File: config.mk
export PLATFORM = sky130hd
export DESIGN_NAME = status_edge_alarm_beeper
export DESIGN_NICKNAME = d
export VERILOG_FILES = /design/src/seab_pkg.sv /design/src/status_edge_alarm_beeper.sv
export SDC_FILE = /design/constraint.sdc
export NUM_CORES = 2
export LEC_CHECK = 0
export ABC_AREA = 0
export BUFFER_PORTS_ARGS = -buffer_cell sky130_fd_sc_hd__buf_2
export CORE_MARGIN = 5
export CORE_UTILIZATION = 49
export DETAILED_ROUTE_END_ITERATION = 7
export GPL_TIMING_DRIVEN = 0
export MAX_ROUTING_LAYER = met4
export PLACE_DENSITY = 0.67
export SLEW_MARGIN = 20
export SYNTH_ARGS = -nofsm -noshare
export SYNTH_HDL_FRONTEND = slang
export SYNTH_SLANG_ARGS = --single-unit
File: constraint.sdc
create_clock -name clk -period 15.7 [get_ports clk]
set_input_delay 3.14 -clock clk [delete_from_list [all_inputs] [get_ports clk]]
set_output_delay 3.14 -clock clk [all_outputs]
set_load 0.1 [all_outputs]
File: src/seab_pkg.sv
// package for the status edge alarm beeper: constants, codes, types
// no dependencies
`default_nettype none
package seab_pkg;
  localparam int unsigned EVAL_PERIOD_MS_DEF = 200;
  localparam int unsigned COUNTER_WIDTH_DEF = 32;
  localparam int IN_BITS = 112;
  localparam int OUT_BITS = 200;

  typedef enum logic [1:0] {
    OP_TICK = 2'd0, OP_CLICK = 2'd1, OP_TEST = 2'd2, OP_CLEAR = 2'd3
  } op_t;
  typedef enum logic [1:0] {
    PH_IDLE = 2'd0, PH_ON = 2'd1, PH_OFF = 2'd2
  } phase_t;
  typedef enum logic [1:0] {
    VD_PASS = 2'd0, VD_BELOW = 2'd1, VD_ABOVE = 2'd2, VD_NONE = 2'd3
  } verdict_t;
  typedef enum logic [2:0] {
    REG_BAT_EN = 3'd0, REG_BAT_LOW = 3'd1, REG_OVEN_EN = 3'd2, REG_OVEN_LOW = 3'd3,
    REG_OVEN_HIGH = 3'd4, REG_STAB_EN = 3'd5, REG_STAB_MAX = 3'd6, REG_LIMIT_EN = 3'd7
  } reg_t;

  // pattern shapes
  typedef struct packed {
    logic [2:0] pulses;
    logic [7:0] on_ms;
    logic [7:0] off_ms;
  } pat_t;
  localparam pat_t PAT_ALARM = '{3'd3, 8'd200, 8'd120};
  localparam pat_t PAT_OK = '{3'd1, 8'd150, 8'd0};
  localparam pat_t PAT_LINK = '{3'd3, 8'd80, 8'd80};
  localparam pat_t PAT_GPS = '{3'd2, 8'd120, 8'd120};
  localparam pat_t PAT_LIMIT = '{3'd4, 8'd70, 8'd70};
  localparam pat_t PAT_CLICK = '{3'd1, 8'd12, 8'd0};
  localparam pat_t PAT_TEST = '{3'd2, 8'd100, 8'd100};
endpackage
`default_nettype wire

File: src/status_edge_alarm_beeper.sv
// status edge alarm beeper top level: beat registers, pattern player, monitors
// depends on seab_pkg
`default_nettype none
// One beat in, one beat out. Each accepted input beat is worked in one pass
// of combinational logic from the state registers and lands in an output
// register the next cycle; a new beat is taken every cycle as long as the
// output register is empty or being drained (in steady state 1 beat per
// cycle sustained). The beat runs the operation code first (click request,
// test pattern, counter clear), then services the beep pattern timed against
// now_ms, then, once EVAL_PERIOD_MS has passed since the last evaluation,
// updates the battery, oven and stability hysteresis monitors and the link,
// gps lock and limit verdict edge detectors; the last pattern start wins.
// Mute stops any pattern but monitors and counters keep running. Counters
// wrap at COUNTER_WIDTH bits and are zero-extended to 32 on the output.
// Configuration writes are meant to happen only while no beat is in flight.
module status_edge_alarm_beeper #(
  parameter int unsigned EVAL_PERIOD_MS = seab_pkg::EVAL_PERIOD_MS_DEF,
  parameter int unsigned COUNTER_WIDTH = seab_pkg::COUNTER_WIDTH_DEF
) (
  input  logic clk,
  input  logic rst,
  input  logic s_axis_tvalid,
  output logic s_axis_tready,
  // operation[1:0], now_ms[33:2], muted[34], link_stale[35], gps_valid[36],
  // gps_fix_mode[38:37], meas_verdict[40:39], battery_valid[41],
  // battery_mv[57:42], oven_valid[58], oven_temp_centi[74:59],
  // stability_value[106:75], zero fill
  input  logic [seab_pkg::IN_BITS-1:0] s_axis_tdata,
  output logic m_axis_tvalid,
  input  logic m_axis_tready,
  // beeper_on[0], battery_bad[1], oven_bad[2], stability_bad[3],
  // link_lost_count[35:4], gps_lost_count[67:36], limit_fail_count[99:68],
  // battery_alarm_count[131:100], oven_alarm_count[163:132],
  // stability_alarm_count[195:164], zero fill
  output logic [seab_pkg::OUT_BITS-1:0] m_axis_tdata,
  input  logic cfg_we,
  input  logic [2:0] cfg_index,
  input  logic [31:0] cfg_data
);
  import seab_pkg::*;

  // floor(x/10) for any 32-bit x is (x * RECIP10) >> 35
  localparam logic [63:0] RECIP10 = 64'h0000_0000_CCCC_CCCD;

  // configuration registers
  logic bat_en, oven_en, stab_en, alarm_lim_en;
  logic [15:0] bat_low;
  logic signed [15:0] oven_low, oven_high;
  logic [31:0] stab_max;

  always_ff @(posedge clk) begin
    if (rst) begin
      bat_en <= 1'b1; bat_low <= 16'd2800; oven_en <= 1'b1;
      oven_low <= 16'sd4500; oven_high <= 16'sd5500;
      stab_en <= 1'b0; stab_max <= 32'd1000; alarm_lim_en <= 1'b0;
    end else if (cfg_we) begin
      case (reg_t'(cfg_index))
        REG_BAT_EN: bat_en <= cfg_data[0];
        REG_BAT_LOW: bat_low <= cfg_data[15:0];
        REG_OVEN_EN: oven_en <= cfg_data[0];
        REG_OVEN_LOW: oven_low <= cfg_data[15:0];
        REG_OVEN_HIGH: oven_high <= cfg_data[15:0];
        REG_STAB_EN: stab_en <= cfg_data[0];
        REG_STAB_MAX: stab_max <= cfg_data;
        REG_LIMIT_EN: alarm_lim_en <= cfg_data[0];
        default: ;
      endcase
    end
  end

  // input field decode
  logic [1:0] op;
  logic [31:0] now;
  logic muted, link_bad, lock, bat_ok, oven_ok;
  logic [1:0] verdict;
  logic [15:0] bat;
  logic signed [15:0] oven;
  logic [31:0] stab;
  assign op = s_axis_tdata[1:0];
  assign now = s_axis_tdata[33:2];
  assign muted = s_axis_tdata[34];
  assign link_bad = s_axis_tdata[35];
  assign lock = s_axis_tdata[36] | s_axis_tdata[38];
  assign verdict = s_axis_tdata[40:39];
  assign bat_ok = s_axis_tdata[41];
  assign bat = s_axis_tdata[57:42];
  assign oven_ok = s_axis_tdata[58];
  assign oven = s_axis_tdata[74:59];
  assign stab = s_axis_tdata[106:75];

  // state
  phase_t phase, phase_next;
  logic [2:0] pulses, pulses_next;
  logic [7:0] on_ms, on_ms_next, off_ms, off_ms_next;
  logic [31:0] deadline, deadline_next;
  logic level, level_next, click, click_next;
  logic [31:0] eval_ms, eval_ms_next;
  logic [5:0] eflags, eflags_next, mflags, mflags_next;
  logic [COUNTER_WIDTH-1:0] cnt [6];
  logic [COUNTER_WIDTH-1:0] cnt_next [6];

  logic accept;
  assign s_axis_tready = !m_axis_tvalid || m_axis_tready;
  assign accept = s_axis_tvalid && s_axis_tready;

  // stability hysteresis release point: max - floor(max/10)
  logic [63:0] stab_tenth_prod;
  logic [31:0] stab_rel;
  assign stab_tenth_prod = 64'(stab_max) * RECIP10;
  assign stab_rel = stab_max - {3'b000, stab_tenth_prod[63:35]};

  always_comb begin
    logic [31:0] diff;
    logic active, fail, pass, prev, ever, bad, start;
    logic [2:0] bumps;
    logic signed [17:0] olo, ohi, ov;
    pat_t pat;
    phase_next = phase; pulses_next = pulses; on_ms_next = on_ms; off_ms_next = off_ms;
    deadline_next = deadline; level_next = level; click_next = click;
    eval_ms_next = eval_ms; eflags_next = eflags; mflags_next = mflags;
    for (int i = 0; i < 6; i++) cnt_next[i] = cnt[i];
    start = 1'b0; pat = PAT_OK; bumps = '0;
    active = alarm_lim_en;
    fail = (verdict == VD_BELOW) || (verdict == VD_ABOVE);
    pass = (verdict == VD_PASS);
    olo = 18'(oven_low); ohi = 18'(oven_high); ov = 18'(oven);
    prev = 1'b0; ever = 1'b0; bad = 1'b0;

    case (op_t'(op))
      OP_CLICK: click_next = 1'b1;
      OP_TEST: begin
        pulses_next = PAT_TEST.pulses; on_ms_next = PAT_TEST.on_ms;
        off_ms_next = PAT_TEST.off_ms; phase_next = PH_ON;
        deadline_next = now + 32'(PAT_TEST.on_ms); level_next = 1'b1;
      end
      OP_CLEAR: for (int i = 0; i < 6; i++) cnt_next[i] = '0;
      default: ;
    endcase

    diff = now - deadline_next;
    if (muted) begin
      phase_next = PH_IDLE; pulses_next = '0; level_next = 1'b0;
    end else if (phase_next != PH_IDLE && !diff[31]) begin
      if (phase_next == PH_ON) begin
        level_next = 1'b0;
        pulses_next = pulses_next - 3'd1;
        if (pulses_next == 3'd0) phase_next = PH_IDLE;
        else begin
          phase_next = PH_OFF; deadline_next = now + 32'(off_ms_next);
        end
      end else begin
        level_next = 1'b1; phase_next = PH_ON;
        deadline_next = now + 32'(on_ms_next);
      end
    end
    if (click_next) begin
      click_next = 1'b0;
      if (!muted && phase_next == PH_IDLE) begin
        start = 1'b1; pat = PAT_CLICK;
      end
    end

    if ((now - eval_ms) >= 32'(EVAL_PERIOD_MS)) begin
      eval_ms_next = now;
      // battery monitor
      if (bat_en) begin
        if (bat_ok) begin
          bad = mflags[0] ? !({1'b0, bat} > {1'b0, bat_low} + 17'd30) : (bat < bat_low);
          if (!bad) begin
            if (mflags[0] && mflags[3] && !muted) begin start = 1'b1; pat = PAT_OK; end
            mflags_next[3] = 1'b1;
          end else if (!mflags[0] && mflags[3]) begin
            if (!muted) begin start = 1'b1; pat = PAT_ALARM; end
            bumps[0] = 1'b1;
          end
          mflags_next[0] = bad;
        end
      end else begin
        mflags_next[0] = 1'b0; mflags_next[3] = 1'b0;
      end
      // oven monitor
      if (oven_en) begin
        if (oven_ok) begin
          bad = mflags[1] ? !(ov > olo + 18'sd50 && ov < ohi - 18'sd50)
                          : (ov < olo || ov > ohi);
          if (!bad) begin
            if (mflags[1] && mflags[4] && !muted) begin start = 1'b1; pat = PAT_OK; end
            mflags_next[4] = 1'b1;
          end else if (!mflags[1] && mflags[4]) begin
            if (!muted) begin start = 1'b1; pat = PAT_ALARM; end
            bumps[1] = 1'b1;
          end
          mflags_next[1] = bad;
        end
      end else begin
        mflags_next[1] = 1'b0; mflags_next[4] = 1'b0;
      end
      // stability monitor
      if (stab_en) begin
        if (stab != 32'd0) begin
          bad = mflags[2] ? !(stab < stab_rel) : (stab > stab_max);
          if (!bad) begin
            if (mflags[2] && mflags[5] && !muted) begin start = 1'b1; pat = PAT_OK; end
            mflags_next[5] = 1'b1;
          end else if (!mflags[2] && mflags[5]) begin
            if (!muted) begin start = 1'b1; pat = PAT_ALARM; end
            bumps[2] = 1'b1;
          end
          mflags_next[2] = bad;
        end
      end else begin
        mflags_next[2] = 1'b0; mflags_next[5] = 1'b0;
      end
      for (int i = 0; i < 3; i++)
        if (bumps[i]) cnt_next[3+i] = cnt_next[3+i] + 1'b1;

      // edge detectors: bit0 link prev, 1 link ever, 2 gps prev, 3 gps ever,
      // 4 limit prev, 5 limit ever
      if (muted) begin
        if (!link_bad) eflags_next[1] = 1'b1;
        eflags_next[0] = link_bad;
        if (lock) eflags_next[3] = 1'b1;
        eflags_next[2] = lock;
        if (!active) eflags_next[5:4] = 2'b00;
        else begin
          if (pass) eflags_next[5] = 1'b1;
          eflags_next[4] = fail;
        end
      end else begin
        prev = eflags[0]; ever = eflags[1];
        if (!link_bad && prev) begin
          if (ever) begin start = 1'b1; pat = PAT_OK; end
          eflags_next[1] = 1'b1;
        end else if (link_bad && !prev && ever) begin
          start = 1'b1; pat = PAT_LINK;
          cnt_next[0] = cnt_next[0] + 1'b1;
        end
        eflags_next[0] = link_bad;
        prev = eflags[2]; ever = eflags[3];
        if (lock && !prev) begin
          if (ever) begin start = 1'b1; pat = PAT_OK; end
          eflags_next[3] = 1'b1;
        end else if (!lock && prev && ever) begin
          start = 1'b1; pat = PAT_GPS;
          cnt_next[1] = cnt_next[1] + 1'b1;
        end
        eflags_next[2] = lock;
        if (!active) eflags_next[5:4] = 2'b00;
        else begin
          prev = eflags[4]; ever = eflags[5];
          if (fail && !prev && ever) begin
            start = 1'b1; pat = PAT_LIMIT;
            cnt_next[2] = cnt_next[2] + 1'b1;
          end else if (!fail && prev) begin
            start = 1'b1; pat = PAT_OK;
          end
          if (pass) eflags_next[5] = 1'b1;
          eflags_next[4] = fail;
        end
      end
    end

    // the last pattern start of the beat wins
    if (start) begin
      pulses_next = pat.pulses; on_ms_next = pat.on_ms; off_ms_next = pat.off_ms;
      phase_next = PH_ON; deadline_next = now + 32'(pat.on_ms); level_next = 1'b1;
    end
  end

  always_ff @(posedge clk) begin
    if (rst) begin
      phase <= PH_IDLE; pulses <= '0; on_ms <= '0; off_ms <= '0; deadline <= '0;
      level <= 1'b0; click <= 1'b0; eval_ms <= '0;
      eflags <= 6'b000001; mflags <= '0;
      for (int i = 0; i < 6; i++) cnt[i] <= '0;
      m_axis_tvalid <= 1'b0;
    end else begin
      if (accept) begin
        phase <= phase_next; pulses <= pulses_next; on_ms <= on_ms_next;
        off_ms <= off_ms_next; deadline <= deadline_next; level <= level_next;
        click <= click_next; eval_ms <= eval_ms_next;
        eflags <= eflags_next; mflags <= mflags_next;
        for (int i = 0; i < 6; i++) cnt[i] <= cnt_next[i];
        m_axis_tvalid <= 1'b1;
      end else if (m_axis_tready) begin
        m_axis_tvalid <= 1'b0;
      end
    end
  end

  // output payload, packed as listed at the port
  logic [OUT_BITS-1:0] status_word;
  always_comb begin
    status_word = '0;
    status_word[0] = level_next;
    status_word[3:1] = mflags_next[2:0];
    for (int i = 0; i < 6; i++)
      status_word[4 + 32*i +: 32] = 32'(cnt_next[i]);
  end

  always_ff @(posedge clk) begin
    if (accept) m_axis_tdata <= status_word;
  end
endmodule
`default_nettype wire

==> out/results.ini <==
[pwr]
clkPwrFrac_pct = 23.1
intPower_uw = 3890
p_per_area_nw_per_um2 = 115
ir_worst_vdd_uv = 180
pwr-share-comb_pct = 51.0
finalPower_uw = 6840
p_seq_share_pct = 25.9
swShare_pct = 43.1
p_sw_uw = 2950
p_leak_uw = 0.0266

[floorplanning]
rows = 120
die_w_um = 339
coreArea_um2 = 108000
die-area_um2 = 115000
start_util_pct = 49.5
io_pins = 354
die_y_um = 339

[cts]
worstSkewPairLatency_ns = 0.68
path_clk_slew_ns = 0.07
cts_tree = built
cts_buffers = 67
cts-root-buf = clkbuf_16
cts.sink_count = 571
htreeDepth = 3
cts_max_path_buffers = 3

[setup_path]
slowest_stage = fa_1
slowest_delay_ns = 0.54
cp-start-kind = flip-flop
cp-end-kind = flip-flop
crit_top_cell = fa_1
crit_required_ns = 16.24
critPathKind = flip-flop to flip-flop
cp.arrival_ns = 15.68
crit_fanout = 7

[global_route]
antenna_found_initial = 15
grt_usage_pct = 30.0
grt_pass1_vias = 43078
overflow = 0
grt_max_degree = 109
grt_pass1_wl_um = 260000

[timing]
worstMarginPinSlew_ns = 1.23
setup_viol = 0
hold_viol_final = 0
fin_crit_sh_pct = 96.4
drv_slew = 0
min_period_ns = 15.14
maxSlewHeadroom_pct = 18.2
hold_slack_ns = 0.454
fmax_mhz = 66.0
clock_skew_ns = 0.0521

[drt]
drtIter0Drc = 3933
totalWireLength_um = 173000
dr.pass1.iters = 6
viasPerCell = 5.75
vias = 43929
post_drt_wl_per_cell_um = 22.6
drtAntennaViolNets = 0
drc_errors = 0

[final_layout]
layout_commonest_cell = inv_1
syn_to_final_growth_pct = 11.9
final_cell_mix = inv_1 (806), ha_1 (620), nand2_1 (550)
layout-drive-gt1-share_pct = 9.81
nets = 7363

[yosys]
syn_inst = 5742
ys_types = 95
synth-edff-count = 388
syn_area_um2 = 53200
yosys_register_bits = 571
synthFlopType = edfxtp_1
syn_avg_cell_area_um2 = 9.26
async_reset_ff_share_pct = 0
synth_seq_area_share_pct = 28.8
ys.warnings.count = 0

[outcome]
status = finished clean

[placement]
place.gp.congestion = 0.995
hpwl_um = 139000
io_buffers = 339

[min_path]
hp-class = flip-flop to flip-flop

[run]
drv_cap = 0

[stage by stage]
| step | util (%) | cells | instance area (um2) | worst slack [ns] | TNS [ns] |
|---|---|---|---|---|---|
| after floorplan | - | 5745 | 53200 | 1.80 | 0 |
| after detailed placement | 52.8 | 7492 | 56800 | -2.81 | -56.36 |
| after global placement | 52.7 | 7487 | 56600 | -3.09 | -71.19 |
| after CTS | 55.1 | 7618 | 59200 | 0.0302 | 0 |
| after global routing | 55.3 | 7637 | 59500 | -0.112 | -0.443 |
| final | 55.4 | 7645 | 59500 | 0.559 | 0 |
[power by group through the flow]
stage / sequential (uW) / combinational, uW / clock [uW]
6_report: 1770 / 3490 / 1580
4_1_cts: 1770 / 3390 / 1610
5_1_grt: 1780 / 3910 / 1670
2_1_floorplan: 2050 / 2180 / 0
3_5_place_dp: 1800 / 3300 / 0
3_3_place_gp: 1820 / 3230 / 0
[synthesized netlist by cell type (16+ instances only)]
cell type / instances / area (um2)
nand2b_1: 50 / 313
o22ai_1: 18 / 113
nand2_1: 551 / 2070
nand3_1: 127 / 636
fa_1: 407 / 8150
mux2i_1: 27 / 270
a31oi_1: 24 / 150
nor2_1: 494 / 1850
inv_1: 809 / 3040
nor4_1: 39 / 244
a21o_1: 67 / 503
and3_1: 49 / 307
clkbuf_1: 159 / 597
xnor2_1: 198 / 1730
xor2_1: 154 / 1350
o21a_1: 31 / 233
nor2b_1: 38 / 238
a21oi_1: 345 / 1730
ha_1: 630 / 7880
o211ai_1: 57 / 428
edfxtp_1: 388 / 11700
nor3_1: 104 / 521
o21ai_0: 176 / 881
or3_1: 44 / 275
nand4_1: 99 / 619
buf_2: 16 / 80.1
or4_1: 23 / 173
and4_1: 23 / 201
dfxtp_1: 183 / 3660
a211oi_1: 36 / 270
and2_1: 106 / 663
[layout make-up]
class / instances / area [um2]
sequential: 571 / 15400
tap: 1403 / 1760
inverter: 810 / 3060
multi-input combinational: 4173 / 34300
antenna: 16 / 40.0
clock inverter: 30 / 349
buffer: 191 / 774
fill: 9661 / 48000
timing repair buffer: 360 / 1950
clock buffer: 91 / 1850
[registers in the layout, summed over array words and instances (netlist names)]
register	count
alarm_lim_en	1
pulses	3
cnt	192
bat_en	1
level	1
on_ms	8
phase	2
off_ms	8
eflags	6
m_axis_tvalid	1
stab_max	32
stab_en	1
mflags	6
bat_low	16
deadline	32
oven_en	1
oven_high	16
m_axis_tdata	196
oven_low	16
eval_ms	32
[worst max-delay path: cells and delay by family, from the launching register on]
kind	cells	cell delay, ns
AND/OR/NAND/NOR	16	3.11
flip-flops	1	0.52
AO/OA/AOI/OAI	25	5.06
buffers and inverters	7	0.60
adder cells (fa/ha/maj)	13	5.28
XOR/XNOR	3	0.44
[final timing paths]
| path | from | to | slack [ns] | depth (start not counted) |
|---|---|---|---|---|
| min | off_ms[0]$_SDFFE_PP0P_ | off_ms[0]$_SDFFE_PP0P_ | 0.45 | 1 |
| max reg2reg | stab_max[8]$_SDFFE_PP1P_ | deadline[25]$_SDFFE_PP0P_ | 0.56 | 64 |
| max | stab_max[8]$_SDFFE_PP1P_ | deadline[25]$_SDFFE_PP0P_ | 0.56 | 64 |
| min reg2reg | off_ms[0]$_SDFFE_PP0P_ | off_ms[0]$_SDFFE_PP0P_ | 0.45 | 1 |
[cell families (layout without fill, tap and decap cells)]
kind of cell	after synthesis	count (layout)	share of synthesized area, %
muxes	35	35	0.678
xor gates and xnor gates	352	352	5.80
and+or+nand+nor	1811	1811	16.3
other	1	20	0.00705
adders and majority gates	1037	1037	30.1
AOI/OAI and AO/OA	934	934	11.1
DFF	571	571	28.8
buffers and inverters	1001	1482	7.17
[metal layers]
metal,global-route usage [%],vias to the layer above,share of wire (%)
li1,-,20485,-
met4,9.64,0,3.5
met2,47.6,1801,46
met1,39.0,21305,41
met5,-,-,0
met3,6.04,338,8.9
[timing repair]
action                     in CTS  in global routing
resized for setup              58                 56
pin swaps                       2                  9
hold buffers                    0                  0
hold endpoints to repair        0                  0
setup endpoints to repair      42                 25
setup buffers                   5                 11
Power figures use the tool's default switching activity.
